<file path="src/design/mhtq_pkg.sv">
// Shared types, codes and helpers for the min-heap timer queue.
// No dependencies; every design file imports this package.
package mhtq_pkg;

   localparam int DefCapacity = 16;
   localparam int MaxResults  = 16;

   typedef enum logic [1:0] {
      REQ_INSERT = 2'd0,
      REQ_CANCEL = 2'd1,
      REQ_TICK   = 2'd2,
      REQ_CLEAR  = 2'd3
   } req_kind_type;

   typedef enum logic [2:0] {
      RSP_INSERTED  = 3'd0,
      RSP_CANCELED  = 3'd1,
      RSP_FIRED     = 3'd2,
      RSP_IDLE_TICK = 3'd3,
      RSP_CLEARED   = 3'd4
   } rsp_kind_type;

   typedef enum logic [1:0] {
      ST_OK        = 2'd0,
      ST_NOT_FOUND = 2'd1,
      ST_FULL      = 2'd2
   } status_type;

   typedef enum logic [3:0] {
      S_IDLE,
      S_SRCH_RD,
      S_SRCH_CMP,
      S_LAST_WT,
      S_SD_START,
      S_SD_RDL,
      S_SD_RDR,
      S_SU_RD,
      S_SU_CMP,
      S_FIN,
      S_TICK_RD,
      S_TICK_CHK,
      S_TICK_END
   } state_type;

   typedef struct packed {
      logic [31:0] expiry;
      logic [31:0] handle;
      logic [31:0] tag;
   } entry_type;

   function automatic logic [4:0] low5(input logic [31:0] v);
      low5 = v[4:0];
   endfunction

endpackage

</file>
<file path="src/design/mhtq_mem.sv">
// Heap entry storage: one write port, one read port, registered read data.
// Depends on mhtq_pkg for the entry type.
module mhtq_mem
   import mhtq_pkg::*;
#(
   parameter int Depth = DefCapacity,
   parameter int AW    = $clog2(DefCapacity)
) (
   input  logic      clock,
   input  logic      we,
   input  logic [AW-1:0] waddr,
   input  entry_type wdata,
   input  logic [AW-1:0] raddr,
   output entry_type rdata
);

   entry_type mem [Depth];
   entry_type rdata_ff;

   always_ff @(posedge clock) begin
      if (we) begin
         mem[waddr] <= wdata;
      end
      rdata_ff <= mem[raddr];
   end

   assign rdata = rdata_ff;

endmodule

</file>
<file path="src/design/min_heap_timer_queue_top.sv">
// Channel   Ports                                   Handshake
// request   req_type, req_delay_ms, req_user_tag,   start high while busy low
//           req_cancel_handle
// response  rsp_kind, rsp_out_handle, rsp_out_tag,  rsp_valid, one cycle per beat
//           rsp_status, rsp_pending, rsp_last
//
// Items run one at a time through a sequencer around a single heap memory.
// Clear, full insert and trivial cancel answer straight from idle; insert sifts
// up; cancel searches the heap entry by entry and then sifts; each fired timer of
// a tick is followed by a sift. The one memory read port serialises these steps.
// Reset is synchronous and empties the queue; the receiver cannot stall.
// Depends on mhtq_pkg and mhtq_mem.
module min_heap_timer_queue_top
   import mhtq_pkg::*;
#(
   parameter int CAPACITY = DefCapacity
) (
   input  logic        clock,
   input  logic        reset,
   input  logic        start,
   output logic        busy,
   input  logic [1:0]  req_type,
   input  logic [31:0] req_delay_ms,
   input  logic [31:0] req_user_tag,
   input  logic [31:0] req_cancel_handle,
   output logic        rsp_valid,
   output logic [2:0]  rsp_kind,
   output logic [31:0] rsp_out_handle,
   output logic [31:0] rsp_out_tag,
   output logic [1:0]  rsp_status,
   output logic [4:0]  rsp_pending,
   output logic        rsp_last
);

   localparam int IW = $clog2(CAPACITY);
   localparam int CW = $clog2(CAPACITY + 1);
   localparam int XW = IW + 2;

   state_type     state_ff, state_in;
   req_kind_type  op_ff, op_in;
   logic [CW-1:0] count_ff, count_in;
   logic [31:0]   hcnt_ff, hcnt_in;
   logic [31:0]   now_ff, now_in;
   entry_type     cur_ff, cur_in;
   entry_type     left_ff, left_in;
   logic [IW-1:0] pos_ff, pos_in;
   logic [IW-1:0] spos_ff, spos_in;
   logic [IW-1:0] idx_ff, idx_in;
   logic [31:0]   want_ff, want_in;
   logic          rok_ff, rok_in;
   logic [4:0]    fire_ff, fire_in;
   logic          held_ff, held_in;
   logic [31:0]   hold_h_ff, hold_h_in;
   logic [31:0]   hold_t_ff, hold_t_in;

   logic          rsp_valid_ff, rsp_valid_in;
   rsp_kind_type  rsp_kind_ff, rsp_kind_in;
   logic [31:0]   rsp_handle_ff, rsp_handle_in;
   logic [31:0]   rsp_tag_ff, rsp_tag_in;
   status_type    rsp_status_ff, rsp_status_in;
   logic [4:0]    rsp_pend_ff, rsp_pend_in;
   logic          rsp_last_ff, rsp_last_in;

   logic          mem_we;
   logic [IW-1:0] mem_waddr, mem_raddr;
   entry_type     mem_wdata, mem_rdata;

   logic [XW-1:0] count_x, lidx_x, ridx_x, idx1_x;
   logic [IW-1:0] pos_m1, parent;
   logic [CW-1:0] count_m1;
   logic [31:0]   hnext;
   entry_type     best;
   logic [XW-1:0] best_x;
   logic          best_moved;

   mhtq_mem #(.Depth(CAPACITY), .AW(IW)) u_mem (
      .clock (clock),
      .we    (mem_we),
      .waddr (mem_waddr),
      .wdata (mem_wdata),
      .raddr (mem_raddr),
      .rdata (mem_rdata)
   );

   assign count_x  = XW'(count_ff);
   assign lidx_x   = {1'b0, pos_ff, 1'b1};
   assign ridx_x   = lidx_x + 1'b1;
   assign idx1_x   = XW'(idx_ff) + 1'b1;
   assign pos_m1   = pos_ff - 1'b1;
   assign parent   = IW'(pos_m1 >> 1);
   assign count_m1 = count_ff - 1'b1;
   assign hnext    = (hcnt_ff + 32'd1 == 32'd0) ? 32'd1 : hcnt_ff + 32'd1;

   // Smallest of the moving entry and the children just read.
   always_comb begin
      best       = cur_ff;
      best_x     = XW'(pos_ff);
      best_moved = 1'b0;
      if (left_ff.expiry < best.expiry) begin
         best       = left_ff;
         best_x     = lidx_x;
         best_moved = 1'b1;
      end
      if (rok_ff && mem_rdata.expiry < best.expiry) begin
         best       = mem_rdata;
         best_x     = ridx_x;
         best_moved = 1'b1;
      end
   end

   always_ff @(posedge clock) begin
      if (reset) begin
         state_ff     <= S_IDLE;
         count_ff     <= '0;
         hcnt_ff      <= '0;
         now_ff       <= '0;
         rsp_valid_ff <= 1'b0;
         held_ff      <= 1'b0;
         fire_ff      <= '0;
      end else begin
         state_ff     <= state_in;
         count_ff     <= count_in;
         hcnt_ff      <= hcnt_in;
         now_ff       <= now_in;
         rsp_valid_ff <= rsp_valid_in;
         held_ff      <= held_in;
         fire_ff      <= fire_in;
      end
      op_ff         <= op_in;
      cur_ff        <= cur_in;
      left_ff       <= left_in;
      pos_ff        <= pos_in;
      spos_ff       <= spos_in;
      idx_ff        <= idx_in;
      want_ff       <= want_in;
      rok_ff        <= rok_in;
      hold_h_ff     <= hold_h_in;
      hold_t_ff     <= hold_t_in;
      rsp_kind_ff   <= rsp_kind_in;
      rsp_handle_ff <= rsp_handle_in;
      rsp_tag_ff    <= rsp_tag_in;
      rsp_status_ff <= rsp_status_in;
      rsp_pend_ff   <= rsp_pend_in;
      rsp_last_ff   <= rsp_last_in;
   end

   always_comb begin
      state_in      = state_ff;
      op_in         = op_ff;
      count_in      = count_ff;
      hcnt_in       = hcnt_ff;
      now_in        = now_ff;
      cur_in        = cur_ff;
      left_in       = left_ff;
      pos_in        = pos_ff;
      spos_in       = spos_ff;
      idx_in        = idx_ff;
      want_in       = want_ff;
      rok_in        = rok_ff;
      fire_in       = fire_ff;
      held_in       = held_ff;
      hold_h_in     = hold_h_ff;
      hold_t_in     = hold_t_ff;
      rsp_valid_in  = 1'b0;
      rsp_kind_in   = rsp_kind_ff;
      rsp_handle_in = '0;
      rsp_tag_in    = '0;
      rsp_status_in = ST_OK;
      rsp_pend_in   = low5(32'(count_ff));
      rsp_last_in   = 1'b1;
      mem_we        = 1'b0;
      mem_waddr     = pos_ff;
      mem_wdata     = cur_ff;
      mem_raddr     = '0;

      case (state_ff)
         S_IDLE: begin
            if (start) begin
               op_in = req_kind_type'(req_type);
               case (req_kind_type'(req_type))
                  REQ_INSERT: begin
                     if (32'(count_ff) >= 32'(CAPACITY)) begin
                        rsp_valid_in  = 1'b1;
                        rsp_kind_in   = RSP_INSERTED;
                        rsp_status_in = ST_FULL;
                     end else begin
                        hcnt_in  = hnext;
                        cur_in   = '{expiry: now_ff + req_delay_ms, handle: hnext,
                                     tag: req_user_tag};
                        pos_in   = IW'(count_ff);
                        count_in = count_ff + 1'b1;
                        state_in = S_SU_RD;
                     end
                  end
                  REQ_CANCEL: begin
                     if (req_cancel_handle == 32'd0 || count_ff == '0) begin
                        rsp_valid_in  = 1'b1;
                        rsp_kind_in   = RSP_CANCELED;
                        rsp_status_in = ST_NOT_FOUND;
                     end else begin
                        want_in  = req_cancel_handle;
                        idx_in   = '0;
                        state_in = S_SRCH_RD;
                     end
                  end
                  REQ_TICK: begin
                     now_in   = now_ff + 32'd1;
                     fire_in  = '0;
                     held_in  = 1'b0;
                     state_in = S_TICK_RD;
                  end
                  default: begin
                     count_in     = '0;
                     rsp_valid_in = 1'b1;
                     rsp_kind_in  = RSP_CLEARED;
                     rsp_pend_in  = '0;
                  end
               endcase
            end
         end
         S_SRCH_RD: begin
            mem_raddr = idx_ff;
            state_in  = S_SRCH_CMP;
         end
         S_SRCH_CMP: begin
            if (mem_rdata.handle == want_ff) begin
               count_in = count_m1;
               if (XW'(idx_ff) < XW'(count_m1)) begin
                  mem_raddr = IW'(count_m1);
                  pos_in    = idx_ff;
                  spos_in   = idx_ff;
                  state_in  = S_LAST_WT;
               end else begin
                  rsp_valid_in = 1'b1;
                  rsp_kind_in  = RSP_CANCELED;
                  rsp_pend_in  = low5(32'(count_m1));
                  state_in     = S_IDLE;
               end
            end else if (idx1_x >= count_x) begin
               rsp_valid_in  = 1'b1;
               rsp_kind_in   = RSP_CANCELED;
               rsp_status_in = ST_NOT_FOUND;
               state_in      = S_IDLE;
            end else begin
               idx_in   = idx_ff + 1'b1;
               state_in = S_SRCH_RD;
            end
         end
         S_LAST_WT: begin
            cur_in   = mem_rdata;
            state_in = S_SD_START;
         end
         S_SD_START: begin
            if (lidx_x >= count_x) begin
               // Hole reached a leaf; a cancel that never moved sifts up next.
               if (op_ff == REQ_CANCEL && pos_ff == spos_ff) begin
                  state_in = S_SU_RD;
               end else begin
                  mem_we   = 1'b1;
                  state_in = S_FIN;
               end
            end else begin
               mem_raddr = IW'(lidx_x);
               state_in  = S_SD_RDL;
            end
         end
         S_SD_RDL: begin
            left_in   = mem_rdata;
            rok_in    = ridx_x < count_x;
            mem_raddr = IW'(ridx_x);
            state_in  = S_SD_RDR;
         end
         S_SD_RDR: begin
            if (best_moved) begin
               mem_we    = 1'b1;
               mem_wdata = best;
               pos_in    = IW'(best_x);
               state_in  = S_SD_START;
            end else if (op_ff == REQ_CANCEL && pos_ff == spos_ff) begin
               state_in = S_SU_RD;
            end else begin
               mem_we   = 1'b1;
               state_in = S_FIN;
            end
         end
         S_SU_RD: begin
            if (pos_ff == '0) begin
               mem_we   = 1'b1;
               state_in = S_FIN;
            end else begin
               mem_raddr = parent;
               state_in  = S_SU_CMP;
            end
         end
         S_SU_CMP: begin
            mem_we = 1'b1;
            if (cur_ff.expiry >= mem_rdata.expiry) begin
               state_in = S_FIN;
            end else begin
               mem_wdata = mem_rdata;
               pos_in    = parent;
               state_in  = S_SU_RD;
            end
         end
         S_FIN: begin
            case (op_ff)
               REQ_INSERT: begin
                  rsp_valid_in  = 1'b1;
                  rsp_kind_in   = RSP_INSERTED;
                  rsp_handle_in = hcnt_ff;
                  state_in      = S_IDLE;
               end
               REQ_CANCEL: begin
                  rsp_valid_in = 1'b1;
                  rsp_kind_in  = RSP_CANCELED;
                  state_in     = S_IDLE;
               end
               default: begin
                  state_in = S_TICK_RD;
               end
            endcase
         end
         S_TICK_RD: begin
            if (count_ff == '0 || 32'(fire_ff) >= 32'(MaxResults)) begin
               state_in = S_TICK_END;
            end else begin
               mem_raddr = '0;
               state_in  = S_TICK_CHK;
            end
         end
         S_TICK_CHK: begin
            if (mem_rdata.expiry <= now_ff) begin
               // A held beat goes out here only once we know another one follows.
               if (held_ff) begin
                  rsp_valid_in  = 1'b1;
                  rsp_kind_in   = RSP_FIRED;
                  rsp_handle_in = hold_h_ff;
                  rsp_tag_in    = hold_t_ff;
                  rsp_last_in   = 1'b0;
               end
               held_in   = 1'b1;
               hold_h_in = mem_rdata.handle;
               hold_t_in = mem_rdata.tag;
               fire_in   = fire_ff + 1'b1;
               count_in  = count_m1;
               pos_in    = '0;
               spos_in   = '0;
               if (count_m1 != '0) begin
                  mem_raddr = IW'(count_m1);
                  state_in  = S_LAST_WT;
               end else begin
                  state_in = S_TICK_RD;
               end
            end else begin
               state_in = S_TICK_END;
            end
         end
         S_TICK_END: begin
            rsp_valid_in = 1'b1;
            if (held_ff) begin
               rsp_kind_in   = RSP_FIRED;
               rsp_handle_in = hold_h_ff;
               rsp_tag_in    = hold_t_ff;
            end else begin
               rsp_kind_in = RSP_IDLE_TICK;
            end
            held_in  = 1'b0;
            state_in = S_IDLE;
         end
         default: begin
            state_in = S_IDLE;
         end
      endcase
   end

   assign busy           = (state_ff != S_IDLE);
   assign rsp_valid      = rsp_valid_ff;
   assign rsp_kind       = rsp_kind_ff;
   assign rsp_out_handle = rsp_handle_ff;
   assign rsp_out_tag    = rsp_tag_ff;
   assign rsp_status     = rsp_status_ff;
   assign rsp_pending    = rsp_pend_ff;
   assign rsp_last       = rsp_last_ff;

endmodule
</file>
<file path="config.mk">
export PLATFORM = sky130hd
export DESIGN_NAME = min_heap_timer_queue_top
export DESIGN_NICKNAME = d
export VERILOG_FILES = /design/src/design/mhtq_pkg.sv /design/src/design/mhtq_mem.sv /design/src/design/min_heap_timer_queue_top.sv
export SDC_FILE = /design/constraint.sdc
export NUM_CORES = 2
export LEC_CHECK = 0
export BUFFER_PORTS_ARGS = -buffer_cell sky130_fd_sc_hd__buf_4
export CAP_MARGIN = 20
export CORE_UTILIZATION = 35
export DETAILED_ROUTE_END_ITERATION = 7
export GPL_ROUTABILITY_DRIVEN = 0
export PLACE_DENSITY_LB_ADDON = 0.2
export SLEW_MARGIN = 20
export SYNTH_ARGS = -nofsm -noshare
export SYNTH_HDL_FRONTEND = slang
export SYNTH_SLANG_ARGS = --single-unit
</file>
<file path="constraint.sdc">
create_clock -name clock -period 9.03 [get_ports clock]
set_input_delay 1.3545 -clock clock [delete_from_list [all_inputs] [get_ports clock]]
set_output_delay 1.3545 -clock clock [all_outputs]
set_load 0.005 [all_outputs]
</file>
### Word-level counts from Yosys, hierarchy flattened

Memory sizes are Yosys's and may differ from the RTL's. A register that Yosys moved wholly into a read port is not among the register bits.
Cells that the tools add are included.

* bits in writable memories: 1536
* ROM bits: 0
* input port bits: 101
* register bits after elaboration: 458
* latch bits: 0
* memories kept: 1
* output and inout bits: 77
* logic and storage cells: 248

Memory list
* u_mem.mem: depth 16, bits a word 96, rd ports 1, clocked after memory_dff 1, wr ports 1, line mhtq_mem.sv:17 `entry_type mem [Depth];`

* add/sub/neg operators: 10
* shifts and indexed selects: 0
* multiplexer cells: 118
* $lt $le $gt $ge: 10
* reduce and logical (&&, ||, !) cells: 38
* $mul: 0
* bitwise gates (word level): 2
* equal/unequal tests: 42
* divide/modulo/power cells: 0

Operator list (number)
* two-way mux 96 bit: 7
* one-hot mux 96 bit (2 select lines): 2
* two-way mux 32 bit: 6
* two-way mux 4 bit: 31
* one-hot mux 32 bit (3 select lines): 1
* adder 32 x 1 -> 32 bit (second input constant): 2
* zero test 32 bit: 2
* < comparator 32 bit: 2
* one-hot mux 32 bit (2 select lines): 1
* two-way mux 5 bit: 11
* one-hot mux 4 bit (12 select lines): 1
* adder 32 bit: 1
* == test 32 bit: 1
* >= comparator 32 bit: 1
* less-or-equal comparator 32 bit: 1
* two-way mux 3 bit: 10
* one-hot mux 5 bit (2 select lines): 3
* AND reduction 4 bit: 7
* two-way mux 1 bit: 27
* != test 2 bit (second input constant): 13
* != test 3 bit (second input constant): 8
* one-hot mux 4 bit (6 select lines): 1
* == test 4 bit (second input constant): 5
* one-hot mux 4 bit (5 select lines): 1
* other kinds (45): 75

### Depth between registers and ports, before layout

* depth after elaboration: 9
* gate-level depth with buffers: 24
* mapped depth without buffers: 20

### By module

From an unflattened synthesis, not the netlist that was laid out.

* cells, all modules: 5051
* area, all modules: 85151.7 um^2

Modules (own cells, without submodules)
* mhtq_mem: sequential area each 48046.1 um^2, area an instance 59355.7 um^2, instances 1, cells an instance 2460
* min_heap_timer_queue_top: sequential area each 12231.7 um^2, area an instance 25796.0 um^2, instances 1, cells an instance 2591

### Worst setup path before layout

Ideal clock, no wire load.

* path kind: flip-flop to flip-flop
* start point: register cur_ff[81] (netlist bit)
* end point: memory u_mem.mem[0][0] (netlist bit) (enable)
* period minus slack after synthesis: 9430 ps
* slack: -400 ps
* buffers on the path: 2
* arrival: 8847 ps
* library setup time: 583 ps
* stages on the path, launching flop included: 22
* cells stage by stage: edfxtp_1 -> inv_1 -> ha_1 -> a211oi_1 -> o21ai_0 -> o211ai_1 -> o211ai_1 -> a31oi_1 -> clkbuf_1 -> buf_1 -> nor2_1 -> a21oi_1 -> ha_1 -> a21oi_1 -> nor4_1 -> a2111oi_0 -> o21ai_0 -> o221ai_1 -> nand4b_1 -> a31oi_1 -> o32ai_1 -> a21oi_1

* cells in the longest elaborated chain, start to end: 9
* elaborated cells on any way between the ends: 10
* classes of those cells: order compare (2); mux (7); reduce/logical (1)

RTL lines
* start, declared: line min_heap_timer_queue_top.sv:44 `entry_type cur_ff, cur_in;`
* start signal, assigned: line min_heap_timer_queue_top.sv:130 `cur_ff <= cur_in;`
* < comparator 32 bit: line min_heap_timer_queue_top.sv:99 `if (left_ff.expiry < best.expiry) begin`
* two-way mux 96 bit: line min_heap_timer_queue_top.sv:99
* < comparator 32 bit: line min_heap_timer_queue_top.sv:104 `if (rok_ff && mem_rdata.expiry < best.expiry) begin`
* logical AND 1 bit: line min_heap_timer_queue_top.sv:104
* two-way mux 1 bit *: line min_heap_timer_queue_top.sv:104
* two-way mux 1 bit *: line min_heap_timer_queue_top.sv:274 `if (best_moved) begin`
* one-hot mux 1 bit (4 select lines) *: line min_heap_timer_queue_top.sv:176 `case (state_ff)`
* two-way mux 1 bit *: line mhtq_mem.sv:21 `if (we) begin`
* two-way mux 1 bit (implied by the code) *: line mhtq_mem.sv:22 `mem[waddr] <= wdata;`
* end, declared: line mhtq_mem.sv:17

Every way passes the cells marked *; elsewhere a longest branch is shown, timed or not.

### Worst setup path in the final report

* start point: register cur_ff[81] (netlist bit)
* end point: memory u_mem.mem[4][84] (netlist bit) (enable)

The elaborated chain is that of the path after synthesis.

==> impl_metrics.prom <==
# TYPE chip_impl_metric gauge
chip_impl_metric{name="fp.dieW",unit="um"} 503
chip_impl_metric{name="asyncSetResetFlopFracSynth",unit=""} 0
chip_impl_metric{name="drt_first_pass_iters",unit=""} 6
chip_impl_metric{name="row_count",unit=""} 183
chip_impl_info{name="cp_cell_sequence",value="inv_1 -> ha_1 -> a211oi_1 -> o21ai_0 -> o211ai_1 -> o211ai_1 -> a31oi_4 -> buf_4 -> nor2_1 -> a21oi_1 -> ha_1 -> a21o_1 -> a21o_1 -> a21oi_1 -> o21ai_0 -> o21ai_0 -> nand4b_1 -> a31oi_1 -> buf_4 -> o32ai_2 -> a21oi_1 -> and2_4 -> buf_4"} 1
chip_impl_metric{name="post-route-period-util",unit=""} 0.840
chip_impl_metric{name="first_pass_grt_wire_length",unit="um"} 389000
chip_impl_metric{name="met3_length",unit="um"} 18400
chip_impl_metric{name="i_o_pin_cnt",unit=""} 178
chip_impl_metric{name="slew_headroom",unit=""} 0.180
chip_impl_metric{name="cp_max_fo",unit=""} 50
chip_impl_metric{name="via_count",unit=""} 55300
chip_impl_metric{name="syn_area_per_cell",unit="sq um"} 14.3
chip_impl_metric{name="finish.net_count",unit=""} 6572
chip_impl_metric{name="fin_util",unit=""} 0.403
chip_impl_metric{name="finClkSkew",unit="ns"} 0.0376
chip_impl_metric{name="globalRoute.totalOverflow",unit=""} 0
chip_impl_metric{name="maxCapViolCount",unit=""} 0
chip_impl_metric{name="setup-tns-final",unit="ns"} 0
chip_impl_metric{name="timing.fmax",unit="MHz"} 132
chip_impl_metric{name="fillCellCount",unit=""} 23000
chip_impl_metric{name="numCtsBuffers",unit=""} 209
chip_impl_metric{name="power.share.sequential",unit=""} 0.454
chip_impl_metric{name="clock_tree.buffer_depth",unit=""} 3
chip_impl_info{name="synth_top_flop_cell",value="edfxtp_1"} 1
chip_impl_metric{name="min_delay_path_depth",unit=""} 1
chip_impl_metric{name="post_synthesis_instance_area",unit="sq mm"} 0.0879
chip_impl_metric{name="share_comb_of_total_power",unit=""} 0.245
chip_impl_metric{name="final_instance_area",unit="sq mm"} 0.100
chip_impl_metric{name="reg2reg_slack",unit="ns"} 1.44
chip_impl_metric{name="route.antenna.remaining_nets",unit=""} 0
chip_impl_metric{name="max_slew.worst_pin.slew",unit="ns"} 1.20
chip_impl_metric{name="area_of_the_die",unit="sq mm"} 0.253
chip_impl_metric{name="groute.usage.overall",unit=""} 0.210
chip_impl_info{name="worst_path_max_delay_cell",value="and2_4"} 1
chip_impl_metric{name="area_delta_synth_final",unit="%"} 14.1
chip_impl_info{name="whs_endpoint",value="rsp_out_tag[11]"} 1
chip_impl_metric{name="post-cts-setup-buffer-count",unit=""} 0
chip_impl_metric{name="die_height",unit="um"} 503
chip_impl_metric{name="clkPwrFrac",unit=""} 0.302
chip_impl_metric{name="grt_antenna_before_repair",unit=""} 14
chip_impl_metric{name="detail_route.wirelength.met1",unit="um"} 121000
chip_impl_metric{name="drive_above_1_share",unit=""} 0.166
chip_impl_metric{name="floorplan.core_area",unit="sq mm"} 0.249
chip_impl_metric{name="yosys_register_bits",unit=""} 2090
chip_impl_info{name="class_of_the_worst_hold_path",value="flop to flop"} 1
chip_impl_metric{name="post-route-drc-count",unit=""} 0
chip_impl_info{name="cts_tree",value="done"} 1
chip_impl_info{name="critical_path_class",value="flop to flop"} 1
chip_impl_metric{name="clock_latency_late_sink",unit="ns"} 0.88
chip_impl_metric{name="clock_tree.htree_level_count",unit=""} 4
chip_impl_info{name="crit-reg2reg-capture",value="u_mem.mem[4][84]"} 1
chip_impl_metric{name="pin_count_of_the_biggest_net_entering_global_routing",unit=""} 153
chip_impl_metric{name="yosysWarnings",unit=""} 0
chip_impl_info{name="run_status",value="complete, no violations"} 1
chip_impl_metric{name="synth.distinct_cells",unit=""} 86
chip_impl_metric{name="post-dp-hpwl",unit="um"} 154000
chip_impl_metric{name="cts_hold_repair.buffers",unit=""} 0
chip_impl_metric{name="first_global_vias",unit=""} 54100
chip_impl_metric{name="initial_utilization",unit=""} 0.353
chip_impl_metric{name="clk_pin_slew",unit="ns"} 0.06
chip_impl_metric{name="critical-path-max-stage-delay",unit="ns"} 0.90
chip_impl_metric{name="synth_seq_area_share",unit=""} 0.686
chip_impl_metric{name="post_cts_resized",unit=""} 0
chip_impl_metric{name="setup_viol_count_final",unit=""} 0
chip_impl_metric{name="cellLeakagePower",unit="nW"} 34.2
chip_impl_metric{name="placedCellCount",unit=""} 9393
chip_impl_metric{name="routed_wl",unit="um"} 272000
chip_impl_metric{name="fin_crit",unit="ns"} 7.59
chip_impl_info{name="clockRootBuffer",value="clkbuf_16"} 1
chip_impl_metric{name="synth.net_count",unit=""} 6445
chip_impl_info{name="setup.worst_path.start_class",value="flop"} 1
chip_impl_metric{name="detail_route.vias_per_cell",unit=""} 5.65
chip_impl_info{name="hold_path_startpoint",value="hold_t_ff[11]"} 1
chip_impl_metric{name="number_of_flops_mapped_to_enable_cells_by_yosys",unit=""} 1842
chip_impl_metric{name="switchingPower",unit="mW"} 9.76
chip_impl_metric{name="worstPathBufferInverterCount",unit=""} 4
chip_impl_metric{name="report.final.hold_viol_count",unit=""} 0
chip_impl_metric{name="cts_num_sinks",unit=""} 2090
chip_impl_info{name="worstReg2RegStart",value="cur_ff[81]"} 1
chip_impl_metric{name="routed-wl-met2",unit="um"} 126000
chip_impl_metric{name="avgRoutedWirePerCell",unit="um"} 27.8
chip_impl_metric{name="r2r.worst_path.cells",unit=""} 23
chip_impl_info{name="top_layer_used",value="met5"} 1
chip_impl_metric{name="vdd.ir_drop.worst",unit="V"} 0.000202
chip_impl_metric{name="gate_count_of_the_mapped_netlist",unit=""} 6148
chip_impl_metric{name="post_layout_nonfiller_instances",unit=""} 9794
chip_impl_metric{name="required_time_of_the_critical_path",unit="ns"} 9.49
chip_impl_metric{name="power_switching_share",unit=""} 0.329
chip_impl_info{name="critical_path.top_delay_family",value="compound AO/OA/AOI/OAI gates"} 1
chip_impl_metric{name="buffer_ports.inserted",unit=""} 177
chip_impl_metric{name="final_max_slew_viols",unit=""} 0
chip_impl_metric{name="drt_iter0_drc",unit=""} 5410
chip_impl_metric{name="post_dp_cell_area",unit="sq mm"} 0.0932
chip_impl_metric{name="power-per-cell-area",unit="mW/mm^2"} 296
chip_impl_info{name="rsz_0062_raised_after_global_routing",value="false"} 1
chip_impl_metric{name="power.internal",unit="mW"} 19.9
chip_impl_metric{name="cp_data_arrival_time",unit="ns"} 8.05
chip_impl_info{name="critical_path.endpoint_type",value="flop"} 1
[routing by layer]
layer	up-vias	global-route usage
met2	2123	0.335
li1	24200	-
met1	28600	0.296
met3	376	0.0334
met4	4	0.0598
met5	-	0
[cells in the mapped netlist, types with 117 or more instances]
master	instances	area share
buf_2	117	0.0067
inv_1	132	0.0056
a21oi_1	165	0.0094
nor2_1	205	0.0088
nand3_1	349	0.020
ha_1	195	0.028
dfxtp_1	248	0.056
mux2i_1	197	0.022
mux2_2	351	0.045
edfxtp_1	1842	0.63
o21ai_0	421	0.024
a22oi_1	236	0.020
a2111oi_0	226	0.023
clkbuf_1	242	0.010
nand2_1	327	0.014
[layout make-up]
class / instances / area, sq um / share of cell area
inverters: 134 / 505 / 0.00504
multi-input cells: 3516 / 25600 / 0.255
clock buffers: 284 / 5900 / 0.0588
well taps: 3330 / 4170 / 0.0415
diodes: 3 / 7.51 / 0.0000749
repair buffers: 324 / 2670 / 0.0266
flip-flops and latches: 2090 / 60300 / 0.601
clock inverters: 113 / 1170 / 0.0117
[stage by stage]
step           power (mW)  setup slack (ns)  hold WS (ns)
6_report             29.7              1.44         0.445
5_1_grt              30.8             0.954         0.457
4_1_cts              29.8              1.30         0.442
3_5_place_dp         20.9              1.33         0.434
3_3_place_gp         20.8              1.39         0.431
2_1_floorplan        17.5              1.75         0.409
[logic make-up after synthesis]
kind of cell    share of synthesized area
simple gates                       0.0660
buf+inv                            0.0258
mux                                0.0682
xor+xnor                           0.0173
flops                               0.686
compound gates                      0.109
fa+ha+maj                          0.0280
[power groups by stage]
stage	logic (mW)	clock network [mW]	registers, mW
CTS	7.24	9.11	13.5
detailed placement	7.21	0	13.6
finish	7.27	8.96	13.5
global route	7.85	9.46	13.5
floorplan	4.33	0	13.2
global placement	7.13	0	13.6
[worst max-delay path by stage]
stage                          start               end  slack, ns  cells past startpoint
final                     cur_ff[81]  u_mem.mem[4][84]       1.44                     23
after global routing      cur_ff[81]  u_mem.mem[6][83]       0.95                     23
after CTS                 cur_ff[81]  u_mem.mem[6][83]       1.30                     23
after detailed placement  cur_ff[81]  u_mem.mem[6][84]       1.33                     23
after global placement    cur_ff[71]  u_mem.mem[6][90]       1.39                     23
after floorplan           cur_ff[81]   u_mem.mem[0][0]       1.75                     21
[state kept, by name, summed over array words and instances (netlist names), 3 cells and up]
| name | flops |
|---|---|
| rsp_out_handle | 32 |
| hold_h_ff | 32 |
| left_ff | 96 |
| u_mem.mem | 1536 |
| cur_ff | 96 |
| idx_ff | 4 |
| want_ff | 32 |
| rsp_kind | 3 |
| hcnt_ff | 32 |
| rsp_out_tag | 32 |
| hold_t_ff | 32 |
| spos_ff | 4 |
| state_ff | 4 |
| mem_waddr | 4 |
| rsp_pending | 5 |
| now_ff | 32 |
| count_ff | 5 |
| fire_ff | 5 |
| u_mem.rdata | 96 |
[cell usage in the layout, fill, tap and decap left out, types with 217 or more instances in the layout]
cell type,Yosys,final
a22oi_1,236,235
a2111oi_0,226,224
nand2_1,327,325
clkbuf_16,0,217
dfxtp_1,248,248
buf_4,8,305
mux2_2,351,351
edfxtp_1,1842,1842
nand3_1,349,349
o21ai_0,421,416
No activity file was read; power rests on OpenSTA's default activity.
